[config.mk]
export PLATFORM = sky130hd
export DESIGN_NAME = charge_current_search_controller
export DESIGN_NICKNAME = d
export VERILOG_FILES = /design/src/hw/rtl/ccsc_pkg.sv /design/src/hw/rtl/charge_current_search_controller.sv
export SDC_FILE = /design/constraint.sdc
export NUM_CORES = 1
export LEC_CHECK = 0
export BUFFER_PORTS_ARGS = -buffer_cell sky130_fd_sc_hd__buf_2
export CAP_MARGIN = 0
export CORE_ASPECT_RATIO = 0.7
export CORE_MARGIN = 1.5
export CORE_UTILIZATION = 69
export CTS_CLUSTER_DIAMETER = 60
export CTS_CLUSTER_SIZE = 30
export DETAILED_ROUTE_END_ITERATION = 8
export PLACE_DENSITY = 0.88
export SLEW_MARGIN = 30
export SYNTH_ARGS = -nofsm -noshare
export SYNTH_HDL_FRONTEND = slang
export SYNTH_SLANG_ARGS = --single-unit
[constraint.sdc]
create_clock -name i_clk -period 25.7 [get_ports i_clk]
set_input_delay 5.14 -clock i_clk [delete_from_list [all_inputs] [get_ports i_clk]]
set_output_delay 5.14 -clock i_clk [all_outputs]
set_load 0.1 [all_outputs]
[src/hw/rtl/ccsc_pkg.sv]
// Types and constants shared by the charge current search controller.
package ccsc_pkg;

    localparam int CFG_IDX_W  = 3;
    localparam int CFG_DATA_W = 13;

    localparam logic [1:0] CMD_START = 2'd0;
    localparam logic [1:0] CMD_VOLT  = 2'd1;
    localparam logic [1:0] CMD_TEMP  = 2'd2;

    localparam logic [1:0] WANT_NONE = 2'd0;
    localparam logic [1:0] WANT_VOLT = 2'd1;
    localparam logic [1:0] WANT_TEMP = 2'd2;

    localparam logic [2:0] ST_SEARCHING = 3'd0;
    localparam logic [2:0] ST_CHARGING  = 3'd1;
    localparam logic [2:0] ST_STOPPED   = 3'd2;
    localparam logic [2:0] ST_ABORTED   = 3'd3;
    localparam logic [2:0] ST_IGNORED   = 3'd4;

    localparam logic [CFG_IDX_W-1:0] REG_START_CURRENT = 3'd0;
    localparam logic [CFG_IDX_W-1:0] REG_STEP_CURRENT  = 3'd1;
    localparam logic [CFG_IDX_W-1:0] REG_MAX_CURRENT   = 3'd2;
    localparam logic [CFG_IDX_W-1:0] REG_TOLERANCE     = 3'd3;
    localparam logic [CFG_IDX_W-1:0] REG_DEVIATION     = 3'd4;
    localparam logic [CFG_IDX_W-1:0] REG_TEMP_LIMIT    = 3'd5;

    localparam logic [8:0]  RST_START_CURRENT = 9'd10;
    localparam logic [6:0]  RST_STEP_CURRENT  = 7'd5;
    localparam logic [8:0]  RST_MAX_CURRENT   = 9'd500;
    localparam logic [9:0]  RST_TOLERANCE     = 10'd50;
    localparam logic [8:0]  RST_DEVIATION     = 9'd10;
    localparam logic [12:0] RST_TEMP_LIMIT    = 13'd80;

    // Reciprocal of 25 scaled by 2**17, rounded up; exact for the quotients needed here.
    localparam logic [12:0] RECIP_25   = 13'd5243;
    localparam int          RECIP_SHIFT = 17;
    localparam logic [8:0]  DUTY_MAX   = 9'd255;

    typedef enum logic [6:0] {
        PH_IDLE     = 7'b0000001,
        PH_SEARCH   = 7'b0000010,
        PH_WAIT_V   = 7'b0000100,
        PH_RESEARCH = 7'b0001000,
        PH_WAIT_T   = 7'b0010000,
        PH_STOPPED  = 7'b0100000,
        PH_ABORTED  = 7'b1000000
    } t_phase;

    typedef struct packed {
        logic [7:0] duty;
        logic [8:0] current_ma;
        logic [1:0] want;
        logic [2:0] status;
    } t_result;

endpackage

[src/hw/rtl/charge_current_search_controller.sv]
// Charge current search controller: sweep sequencer, result register and skid stage.
//
//   Channel   Direction  Handshake             Payload
//   request   in         i_valid / o_stall     i_cmd, i_voltage_mv, i_temp_diff_centi
//   result    out        o_valid / i_stall     o_duty, o_current_ma, o_want, o_status
//   config    in         i_cfg_we              i_cfg_idx, i_cfg_data
//
// Each request yields one registered result; one request per cycle is taken while o_stall is low.
// The state update and the duty scaling are done in the cycle of acceptance.
// A two-entry output register and skid stage absorb a stall; o_stall rises only
// when both are full. Reset is synchronous, active low, and restores the register
// defaults and the idle phase.
module charge_current_search_controller
    import ccsc_pkg::*;
(
    input  logic                  i_clk,
    input  logic                  i_rst_n,
    input  logic                  i_valid,
    output logic                  o_stall,
    input  logic [1:0]            i_cmd,
    input  logic [12:0]           i_voltage_mv,
    input  logic signed [13:0]    i_temp_diff_centi,
    output logic                  o_valid,
    input  logic                  i_stall,
    output logic [7:0]            o_duty,
    output logic [8:0]            o_current_ma,
    output logic [1:0]            o_want,
    output logic [2:0]            o_status,
    input  logic                  i_cfg_we,
    input  logic [CFG_IDX_W-1:0]  i_cfg_idx,
    input  logic [CFG_DATA_W-1:0] i_cfg_data
);

    logic [8:0]  r_start_current;
    logic [6:0]  r_step_current;
    logic [8:0]  r_max_current;
    logic [9:0]  r_tolerance;
    logic [8:0]  r_deviation;
    logic [12:0] r_temp_limit;

    t_phase      r_phase, n_phase;
    logic [9:0]  r_test, n_test;
    logic [8:0]  r_chosen, n_chosen;
    logic [12:0] r_ref, n_ref;
    logic [8:0]  r_applied, n_applied;

    t_result     r_out, r_skid, n_result;
    logic        r_out_valid, r_skid_valid;

    logic        accept;
    logic        start_over;
    logic [9:0]  test_next;
    logic        next_over;
    logic [14:0] match_diff;
    logic [13:0] match_abs;
    logic        is_match;
    logic [8:0]  dev_abs;
    logic        temp_over;
    logic [2:0]  status;
    logic [14:0] scaled51;
    logic [12:0] quarter;
    logic [25:0] recip_prod;
    logic [8:0]  duty_raw;

    assign accept  = i_valid && !o_stall;
    assign o_stall = r_skid_valid;

    always_ff @(posedge i_clk) begin
        if (!i_rst_n) begin
            r_start_current <= RST_START_CURRENT;
            r_step_current  <= RST_STEP_CURRENT;
            r_max_current   <= RST_MAX_CURRENT;
            r_tolerance     <= RST_TOLERANCE;
            r_deviation     <= RST_DEVIATION;
            r_temp_limit    <= RST_TEMP_LIMIT;
        end else if (i_cfg_we) begin
            case (i_cfg_idx)
                REG_START_CURRENT: r_start_current <= i_cfg_data[8:0];
                REG_STEP_CURRENT:  r_step_current  <= i_cfg_data[6:0];
                REG_MAX_CURRENT:   r_max_current   <= i_cfg_data[8:0];
                REG_TOLERANCE:     r_tolerance     <= i_cfg_data[9:0];
                REG_DEVIATION:     r_deviation     <= i_cfg_data[8:0];
                REG_TEMP_LIMIT:    r_temp_limit    <= i_cfg_data[12:0];
                default: begin
                end
            endcase
        end
    end

    assign start_over = r_start_current > r_max_current;
    assign test_next  = r_test + {3'b000, r_step_current};
    assign next_over  = test_next > {1'b0, r_max_current};
    assign match_diff = {1'b0, i_voltage_mv, 1'b0} - {2'b00, r_ref};
    assign match_abs  = match_diff[14] ? 14'(-match_diff) : match_diff[13:0];
    assign is_match   = match_abs < {3'b000, r_tolerance, 1'b0};
    assign dev_abs    = (r_test[8:0] > r_chosen) ? (r_test[8:0] - r_chosen)
                                                 : (r_chosen - r_test[8:0]);
    assign temp_over  = i_temp_diff_centi > $signed({1'b0, r_temp_limit});

    always_comb begin
        n_phase   = r_phase;
        n_test    = r_test;
        n_chosen  = r_chosen;
        n_ref     = r_ref;
        n_applied = r_applied;
        status    = ST_IGNORED;
        case (i_cmd)
            CMD_START: begin
                n_ref  = i_voltage_mv;
                n_test = {1'b0, r_start_current};
                if (start_over) begin
                    n_applied = '0;
                    n_phase   = PH_ABORTED;
                    status    = ST_ABORTED;
                end else begin
                    n_applied = r_start_current;
                    n_phase   = PH_SEARCH;
                    status    = ST_SEARCHING;
                end
            end
            CMD_VOLT: begin
                case (r_phase)
                    PH_SEARCH: begin
                        if (is_match) begin
                            n_chosen  = r_test[8:0];
                            n_applied = r_test[8:0];
                            n_phase   = PH_WAIT_V;
                            status    = ST_CHARGING;
                        end else begin
                            n_test = test_next;
                            if (next_over) begin
                                n_applied = '0;
                                n_phase   = PH_ABORTED;
                                status    = ST_ABORTED;
                            end else begin
                                n_applied = test_next[8:0];
                                status    = ST_SEARCHING;
                            end
                        end
                    end
                    PH_WAIT_V: begin
                        n_ref  = i_voltage_mv;
                        n_test = {1'b0, r_start_current};
                        if (start_over) begin
                            n_applied = r_chosen;
                            n_phase   = PH_WAIT_T;
                            status    = ST_CHARGING;
                        end else begin
                            n_applied = r_start_current;
                            n_phase   = PH_RESEARCH;
                            status    = ST_SEARCHING;
                        end
                    end
                    PH_RESEARCH: begin
                        if (is_match) begin
                            if (dev_abs > r_deviation) begin
                                n_chosen  = r_test[8:0];
                                n_applied = r_test[8:0];
                            end else begin
                                n_applied = r_chosen;
                            end
                            n_phase = PH_WAIT_T;
                            status  = ST_CHARGING;
                        end else begin
                            n_test = test_next;
                            if (next_over) begin
                                n_applied = r_chosen;
                                n_phase   = PH_WAIT_T;
                                status    = ST_CHARGING;
                            end else begin
                                n_applied = test_next[8:0];
                                status    = ST_SEARCHING;
                            end
                        end
                    end
                    default: begin
                    end
                endcase
            end
            CMD_TEMP: begin
                if (r_phase == PH_WAIT_T) begin
                    if (temp_over) begin
                        n_applied = '0;
                        n_phase   = PH_STOPPED;
                        status    = ST_STOPPED;
                    end else begin
                        n_applied = r_chosen;
                        n_phase   = PH_WAIT_V;
                        status    = ST_CHARGING;
                    end
                end
            end
            default: begin
            end
        endcase
    end

    // Duty is applied * 51 / 100: a quarter of applied * 51, then a division by 25.
    assign scaled51   = ({6'b0, n_applied} << 5) + ({6'b0, n_applied} << 4)
                      + ({6'b0, n_applied} << 1) + {6'b0, n_applied};
    assign quarter    = scaled51[14:2];
    assign recip_prod = {13'b0, quarter} * {13'b0, RECIP_25};
    assign duty_raw   = recip_prod[RECIP_SHIFT +: 9];

    always_comb begin
        n_result.duty       = (duty_raw > DUTY_MAX) ? DUTY_MAX[7:0] : duty_raw[7:0];
        n_result.current_ma = n_applied;
        n_result.status     = status;
        case (n_phase)
            PH_SEARCH, PH_WAIT_V, PH_RESEARCH: n_result.want = WANT_VOLT;
            PH_WAIT_T:                         n_result.want = WANT_TEMP;
            default:                           n_result.want = WANT_NONE;
        endcase
    end

    always_ff @(posedge i_clk) begin
        if (!i_rst_n) begin
            r_phase   <= PH_IDLE;
            r_test    <= '0;
            r_chosen  <= '0;
            r_ref     <= '0;
            r_applied <= '0;
        end else if (accept) begin
            r_phase   <= n_phase;
            r_test    <= n_test;
            r_chosen  <= n_chosen;
            r_ref     <= n_ref;
            r_applied <= n_applied;
        end
    end

    always_ff @(posedge i_clk) begin
        if (!i_rst_n) begin
            r_out_valid  <= 1'b0;
            r_skid_valid <= 1'b0;
        end else if (!r_out_valid || !i_stall) begin
            r_out_valid  <= r_skid_valid || accept;
            r_skid_valid <= 1'b0;
        end else if (accept) begin
            r_skid_valid <= 1'b1;
        end
    end

    always_ff @(posedge i_clk) begin
        if (!r_out_valid || !i_stall) begin
            r_out <= r_skid_valid ? r_skid : n_result;
        end else if (accept) begin
            r_skid <= n_result;
        end
    end

    assign o_valid      = r_out_valid;
    assign o_duty       = r_out.duty;
    assign o_current_ma = r_out.current_ma;
    assign o_want       = r_out.want;
    assign o_status     = r_out.status;

endmodule

==> impl_results.md, run 1 <==
- CP most frequent cell: a21oi_1
- Final WS setup: 6.43 ns
- Worst ir drop on vdd: between 200 and 250 uV
- Multiplexer share of the synthesized area: between 3 and 4%
- Fraction of layout cells with a size suffix above 1: under 10%
- Synth warn: 0
- First-pass GRT wire length: roughly 65000 um
- Most frequent cells after synthesis: inv_1 (228), nand2_1 (220), ha_1 (205)
- Largest area contributor in the netlist: ha_1
- Utilization after layout: between 70% and 80%
- RD Place Congestion: around 1.0
- Synth Instances: between 1.5k and 2k
- CP endpoint kind: flip-flop
- XOR/XNOR share of the synthesized area: under 10%
- Post-CTS setup buffers: 0
- Initial drt markers: around 1.5k
- # IOs: 74
- Vias in the first global route: 12.6k
- Die X: approximately 180 um
- Reg area: 0.00346 mm2
- Hold Crit Endpoint: r_ref[4]$_SDFFE_PN0P_
- Routed WL per cell: around 19 um
- Post-layout net count: around 2.1k
- Worst-Margin Slew: between 0.9 and 1 ns
- Ys flop type: dfxtp_1
- Setup WS pre-CTS: ~6.4 ns
- CTS Hold Buffers Added: 0
- Critical hold path startpoint: r_ref[4]$_SDFFE_PN0P_
- Worst-Skew Late Latency: roughly 0.45 ns
- Number of synthesized flops with an enable pin: 44
- CP startpoint kind: input port
- Maximum clock frequency: ~0.052 GHz
- Netlist cell types: 91
- R2R Setup Slk: about 11 ns
- Min-Delay Path Class: reg2reg
- Gr usage total: a little over a third
- CP max stage cell: a221oi_2
- Critical path class: in2reg
- Maximum number of pins on one net before global-route repair: 70
- DR vias/cell: 6.35
- Final setup vio count: 0
- IO Port Bufs: 73
- #FFs+latches synth: between 150 and 200
- Sequential share of the synthesized area: 23.0%
- Pwr/cell area: about 120 mW/mm2
- Final worst path period share: between 70% and 80%
- Critical Path RT: 25.90 ns
- Hold Vio Cnt, Final: 0
- Max Slew Vio Count: 0
- Total gr overflow: 0
- Layout area overhead: 7.82%
- Synth Area in Compound Gates: 21.5%
- Mapped Nets: between 2k and 2.5k
- CTS-repair resized insts: 0
- Crit Reg-Reg Endpoint: r_skid[18]$_DFFE_PP_
- Sequential share of power: 14.7%
- CP arrival: between 15 and 20 ns
- Die area: ~0.023 mm2
- First-pass iteration count of the detailed router: 6
- Lkg Pwr: ~7.7 nW
- Vias: about 13k
- Remaining DRCs: 0
- Max FO, Critical Path: 13
- Yosys top cell area share: between 10% and 20%
- H-tree depth: 4
- TritonCTS clock tree: done
- Leading cell type by number of instances after synthesis: inv_1
- Placeable Area: 0.0210 mm2
- Share of total power in combinational logic: ~73%
- Synth Cell Area: 0.0150 mm2
- Rel. slew slack: between 30% and 40%
- Sw Pwr: 0.00101 W
- Status: finished clean
- FP Rows: 44
- Min Tclk post-route: about 19 ns
- Multi-input combinational cell area: roughly 0.011 mm2
- Setup TNS: 0 ns
- Clock Skew: between 0.01 and 0.015 ns
- Root Driver: clkbuf_16
- Routed Antenna Nets: 0
- Initial Utilization: 71.5%
- TritonCTS buffer count: 17
- Detail Placement HPWL: around 32000 um
- Total chip power: roughly 0.0020 W
- Synth top area cells: ha_1 (17%), dfxtp_1 (14%), edfxtp_1 (8.8%)
- Adder-Cell Fraction of Synth Area: 25.4%
- # fillers: 1524
- WHS Path Cells: 2
- Reg clk slew, reported paths: 0.07 ns
- Clk sink count: 151
- Max Cap Viol: 0
- CP peak stage delay: ~0.69 ns
- Initial antenna violation count: 1
- Clock share of power: around 13%
- Worst-case reg-to-reg path depth: 55
- Sw Ratio: approximately half
- Synth Area in Simple Gates: 15.8%
- FF-to-FF Start: r_test[1]$_SDFFE_PN0P_
- Syn_area_per_cell: approximately 8.5 um2
- Largest family of logic cells by synthesized area: adder cells
- Clock Path Buffers: 2
- RSZ-0062 raised after global routing: false
- Die height: 127 um
- Pint: roughly 0.001 W
- WL final: 40600 um
- Asr flop ratio synth: 0%
## cell type report
type	instances	area share [%]
Inverter	228	5.28
Clock buffer	20	2.76
Sequential cell	151	21.4
Clock inverter	12	0.856
Multi-Input combinational cell	1326	64.8
Antenna cell	2	0.0309
Tap cell	276	2.13
Timing Repair Buffer	84	2.76
## power groups by stage
stage / clock (W) / sequential (W) / combinational, W
2_1_floorplan: 0 / 0.000356 / 0.000993
3_3_place_gp: 0 / 0.000300 / 0.00137
3_5_place_dp: 0 / 0.000301 / 0.00141
4_1_cts: 0.000258 / 0.000296 / 0.00144
5_1_grt: 0.000269 / 0.000297 / 0.00165
6_report: 0.000259 / 0.000296 / 0.00146
## worst max path at each step
| stage | start | to | cells after the start |
|---|---|---|---|
| floorplan | i_voltage_mv[0] | r_skid[18]$_DFFE_PP_ | 50 |
| global route | i_voltage_mv[0] | r_skid[18]$_DFFE_PP_ | 53 |
| CTS | i_voltage_mv[0] | r_skid[18]$_DFFE_PP_ | 53 |
| detailed placement | i_voltage_mv[0] | r_skid[18]$_DFFE_PP_ | 53 |
| finish | i_voltage_mv[0] | r_skid[18]$_DFFE_PP_ | 53 |
| global placement | i_voltage_mv[0] | r_skid[18]$_DFFE_PP_ | 53 |
## stage by stage
| stage | std cells | hold slack [ns] | cell area, um2 |
|---|---|---|---|
| floorplan | 1769 | 0.440 | 15000 |
| global placement | 2065 | 0.452 | 15600 |
| detailed placement | 2065 | 0.458 | 15600 |
| CTS | 2097 | 0.468 | 16200 |
| global route | 2097 | 0.485 | 16200 |
| finish | 2099 | 0.466 | 16200 |
## layer usage
layer | track usage, % | up-vias | share of wire (%)
met5 | 0 | - | 0
met4 | 8.14 | 0 | 1.7
met3 | 9.88 | 85 | 12
li1 | - | 6293 | -
met2 | 51.0 | 687 | 40
met1 | 54.0 | 6265 | 46
## flip-flops by register name (all words and copies together), names as in the netlist
register,count
r_skid,22
r_ref,13
r_temp_limit,13
r_test,10
r_tolerance,10
o_current_ma,9
r_applied,9
r_chosen,9
r_deviation,9
r_max_current,9
r_start_current,9
o_duty,8
r_phase,7
r_step_current,7
o_status,3
o_want,2
o_stall,1
o_valid,1
## cells in the final DEF, fill, tap and decap left out, types with 10 or more instances in the layout
cell type and n:
edfxtp_1 44, mux2_2 12, xor2_1 23, nor2b_1 21, a31oi_1 14, and3_1 12
nor2_1 77, ha_1 205, o31ai_1 15, a21o_1 35, buf_4 11, mux2i_1 36
nor3b_1 10, o21ai_0 75, buf_2 73, nand2_1 220, xnor2_1 34, clkbuf_16 17
dfxtp_1 107, o211a_1 14, and2_1 24, a21boi_0 64, a21oi_1 65, a211oi_1 13
o211ai_1 24, nor3_1 27, o21a_1 29, fa_1 63, inv_1 228, nand3_1 34
## critical path: cells and delay by family
family / cells / cell delay (ns)
multiplexers: 1 / 0.17
XOR/XNOR: 1 / 0.12
buffers and inverters: 7 / 0.58
AO/OA/AOI/OAI: 26 / 6.73
AND/OR/NAND/NOR: 8 / 2.57
adder cells (fa/ha/maj): 10 / 4.15
## cell families (layout without fill, tap and decap cells)
family,Yosys count,in the layout
AO/OA/AOI/OAI,452,452
XOR/XNOR,60,60
adder cells (fa/ha/maj),268,268
buffers and inverters,292,344
flip-flops,151,151
multiplexers,48,48
other,0,2
AND/OR/NAND/NOR,498,498
(Power assumes the default switching activity.)
==> inputs of run 2 (changes only) <==
--- a/config.mk
+++ b/config.mk
@@ -5,15 +5,16 @@
 export SDC_FILE = /design/constraint.sdc
 export NUM_CORES = 1
 export LEC_CHECK = 0
+export ABC_AREA = 1
 export BUFFER_PORTS_ARGS = -buffer_cell sky130_fd_sc_hd__buf_2
 export CAP_MARGIN = 0
 export CORE_ASPECT_RATIO = 0.7
 export CORE_MARGIN = 1.5
-export CORE_UTILIZATION = 69
+export CORE_UTILIZATION = 64
 export CTS_CLUSTER_DIAMETER = 60
 export CTS_CLUSTER_SIZE = 30
 export DETAILED_ROUTE_END_ITERATION = 8
-export PLACE_DENSITY = 0.88
+export PLACE_DENSITY = 0.83
 export SLEW_MARGIN = 30
 export SYNTH_ARGS = -nofsm -noshare
 export SYNTH_HDL_FRONTEND = slang
==> constraint.sdc (replaced) <==
create_clock -name i_clk -period 19.91 [get_ports i_clk]
set_input_delay 3.982 -clock i_clk [delete_from_list [all_inputs] [get_ports i_clk]]
set_output_delay 3.982 -clock i_clk [all_outputs]
set_load 0.1 [all_outputs]
==> run 2 against run 1 <==
Effect of this change:
- design area is 5.4% lower
- synthesized area is 5.8% lower
- sequential cell count stayed put
- sequential share of layout area is 1.2 points higher
- hold slack worse by 0.0062 ns
- final cell count is 6.2% higher
- worst setup slack worse by 2.4 ns
- synthesized cell count is 6.0% higher
- count of clock-buffer cells in the layout is 2 lower
- non-clock buffer count is 4 lower
- clock skew is 0.0034 ns lower
- routed wire length is 8.1% lower
- largest cell class unchanged
==> impl_results.md, run 2 <==
- Status: finished clean
- CP startpoint kind: input port
- Initial Utilization: 65.3% (-6.2 points)
- Largest register FFs: 22 (unchanged)
- Mapped Nets: 2194 (+5.1%)
- # fillers: 1730 (+14%)
- Die area: 0.0230 mm2 (+1.5%)
- First-pass GRT wire length: 61400 um (-6.1%)
- Setup TNS: 0 ns (unchanged)
- Clock Path Buffers: 2 (unchanged)
- Maximum clock frequency: 0.0628 GHz
- Largest area contributor in the netlist: ha_1
- WL final: 37300 um (-8.1%)
- Max Slew Vio Count: 0 (unchanged)
- H-tree depth: 4 (unchanged)
- Max Cap Viol: 0 (unchanged)
- Sequential share of the synthesized area: 24.5% (+1.4 points)
- FP Rows: 45 (+2.3%)
- Fraction of layout cells with a size suffix above 1: 8.42% (-0.91 points)
- IO Port Bufs: 73 (unchanged)
- Netlist cell types: 55 (-40%)
- Worst-Skew Late Latency: 0.44 ns (about the same)
- Final setup vio count: 0 (unchanged)
- Vias in the first global route: 12.4k (-1.3%)
- Asr flop ratio synth: 0% (unchanged)
- Most frequent cells after synthesis: inv_1 (351), nand2_1 (322), ha_1 (205)
- Adder-Cell Fraction of Synth Area: 27.0% (+1.6 points)
- RD Place Congestion: 1.02 (+0.25%)
- Total gr overflow: 0 (unchanged)
- Worst-Margin Slew: 0.936 ns (-0.0182 ns)
- Final worst path period share: ~80%
- Ys flop type: dfxtp_1
- Detail Placement HPWL: 29900 um (-6.4%)
- Leading cell type by number of instances after synthesis: inv_1
- Rel. slew slack: 37.4% (+1.1 points)
- DR vias/cell: 5.77 (-9.1%)
- Yosys top cell area share: 18.1% (+1.1 points)
- CP arrival: 16.09 ns (-3.38 ns)
- Gr usage total: 33.5% (-2.4 points)
- Critical Path RT: 20.07 ns (-5.83 ns)
- Number of synthesized flops with an enable pin: 44 (unchanged)
- Die height: 127 um (+0.75%)
- Initial antenna violation count: 1 (unchanged)
- CP peak stage delay: 0.55 ns (-0.14 ns)
- CTS Hold Buffers Added: 0 (unchanged)
- Post-layout net count: 2252 (+5.9%)
- XOR/XNOR share of the synthesized area: 3.38% (-0.11 points)
- Synth Instances: 1876 (+6.0%)
- TritonCTS buffer count: 17 (unchanged)
- Placeable Area: 0.0217 mm2 (+3.1%)
- Vias: 12.9k (-3.4%)
- Commonest cells after routing, fill and taps aside: inv_1 (351), nand2_1 (322), ha_1 (205)
- Layout area overhead: 8.33%
- Maximum number of pins on one net before global-route repair: 93 (+33%)
- Clock Skew: 0.0110 ns (-0.00342 ns)
- TritonCTS clock tree: done
- CP endpoint kind: flip-flop
- CP most frequent cell: nand2_1
- Synth warn: 0 (unchanged)
- #FFs+latches synth: 151 (unchanged)
- Die X: 181 um (+0.75%)
- Multiplexer share of the synthesized area: 0% (-3.3 points)
- Synth Area in Simple Gates: 17.1% (+1.3 points)
- Multi-input combinational cell area: 0.00918 mm2 (-13%)
- Largest family of logic cells by synthesized area: adder cells
- CP max stage cell: fa_1
- Initial drt markers: 1348 (-7.9%)
- Hold Vio Cnt, Final: 0 (unchanged)
- Reg clk slew, reported paths: 0.06 ns (about the same)
- Remaining DRCs: 0 (unchanged)
- RSZ-0062 raised after global routing: false
- Post-CTS setup buffers: 0 (unchanged)
- CTS-repair resized insts: 0 (unchanged)
- Max FO, Critical Path: 28 (+15)
- Reg area: 0.00346 mm2 (unchanged)
- Syn_area_per_cell: 7.55 um2 (-11%)
- Root Driver: clkbuf_16
- Synth Cell Area: 0.0142 mm2 (-5.8%)
- Routed Antenna Nets: 0 (unchanged)
- Critical path class: in2reg
- Min-Delay Path Class: reg2reg
- Min Tclk post-route: 15.93 ns
- Clk sink count: 151 (unchanged)
- Synth Area in Compound Gates: 17.2% (-4.3 points)
- First-pass iteration count of the detailed router: 6 (unchanged)
- Routed WL per cell: 16.7 um (-14%)
- Biggest register: r_skid
- # IOs: 74 (unchanged)
- Top flop regs: r_skid: 22 flops, r_ref: 13 flops, r_temp_limit: 13 flops
- Synth top area cells: ha_1 (18%), dfxtp_1 (15%), edfxtp_1 (9.3%)
- Commonest non-fill, non-tap cell in the layout: inv_1
[run 2: cell count changes after synthesis, moves of 53 or more]
| cell | previous run | this run |
|---|---|---|
| nor2_1 | 78 | 131 |
| a21boi_0 | 64 | 4 |
| inv_1 | 228 | 351 |
| o21ai_0 | 75 | 150 |
| nand2_1 | 220 | 322 |
| a21oi_1 | 65 | 154 |
[run 2: metal layers]
layer	vias to the layer above	GRT usage, %	part of all wire, %
met5	-	0	0
met4	0	9.14	1.8
met3	67	8.69	9.9
met2	514	50.1	42
met1	6001	48.0	47
li1	6289	-	-
[run 2: logic make-up (layout without fill, tap and decap cells)]
logic type	count (synthesis)	in the layout
xor gates and xnor gates	53	53
buffers and inverters	403	474
AOI/OAI and AO/OA	427	427
DFF	151	151
and+or+nand+nor	574	574
adders and majority gates	268	268
other	0	1
[run 2: layout make-up]
class | count | area share [%]
Timing Repair Buffer | 80 | 2.72
Clock inverter | 14 | 0.905
Clock buffer | 18 | 2.80
Tap cell | 282 | 2.30
Multi-Input combinational cell | 1322 | 59.8
Sequential cell | 151 | 22.6
Inverter | 362 | 8.86
Antenna cell | 1 | 0.0163
[run 2: final timing paths]
kind	to	slack, ns	cells past startpoint	from
hold reg to reg	r_ref[2]$_SDFFE_PN0P_	0.46	2	r_ref[2]$_SDFFE_PN0P_
setup / recovery	o_duty[1]$_DFFE_PP_	3.98	63	i_voltage_mv[8]
setup reg to reg	o_duty[1]$_DFFE_PP_	5.99	65	r_test[1]$_SDFFE_PN0P_
hold / removal	r_ref[2]$_SDFFE_PN0P_	0.46	2	r_ref[2]$_SDFFE_PN0P_
[run 2: critical path: cells and delay by family]
family	cells	cell delay, ns
compound gates	18	3.27
xor+xnor	3	1.16
simple gates	21	2.60
fa+ha+maj	10	4.16
buf+inv	11	0.88
[run 2: stage by stage]
step / worst slack [ns] / std cells / cell area [um2] / hold WS, ns / utilization, %
2_1_floorplan: 5.33 / 1876 / 14200 / 0.433 / -
3_3_place_gp: 3.95 / 2197 / 14800 / 0.443 / 68.1
3_5_place_dp: 3.86 / 2197 / 14800 / 0.454 / 68.1
4_1_cts: 4.22 / 2229 / 15300 / 0.463 / 70.8
5_1_grt: 2.88 / 2229 / 15300 / 0.489 / 70.8
6_report: 3.98 / 2230 / 15300 / 0.460 / 70.8
Power of run 2 is left out: the tool's default activity adds up to more than one toggle a clock period on the data nets, which glitch-free logic cannot reach.
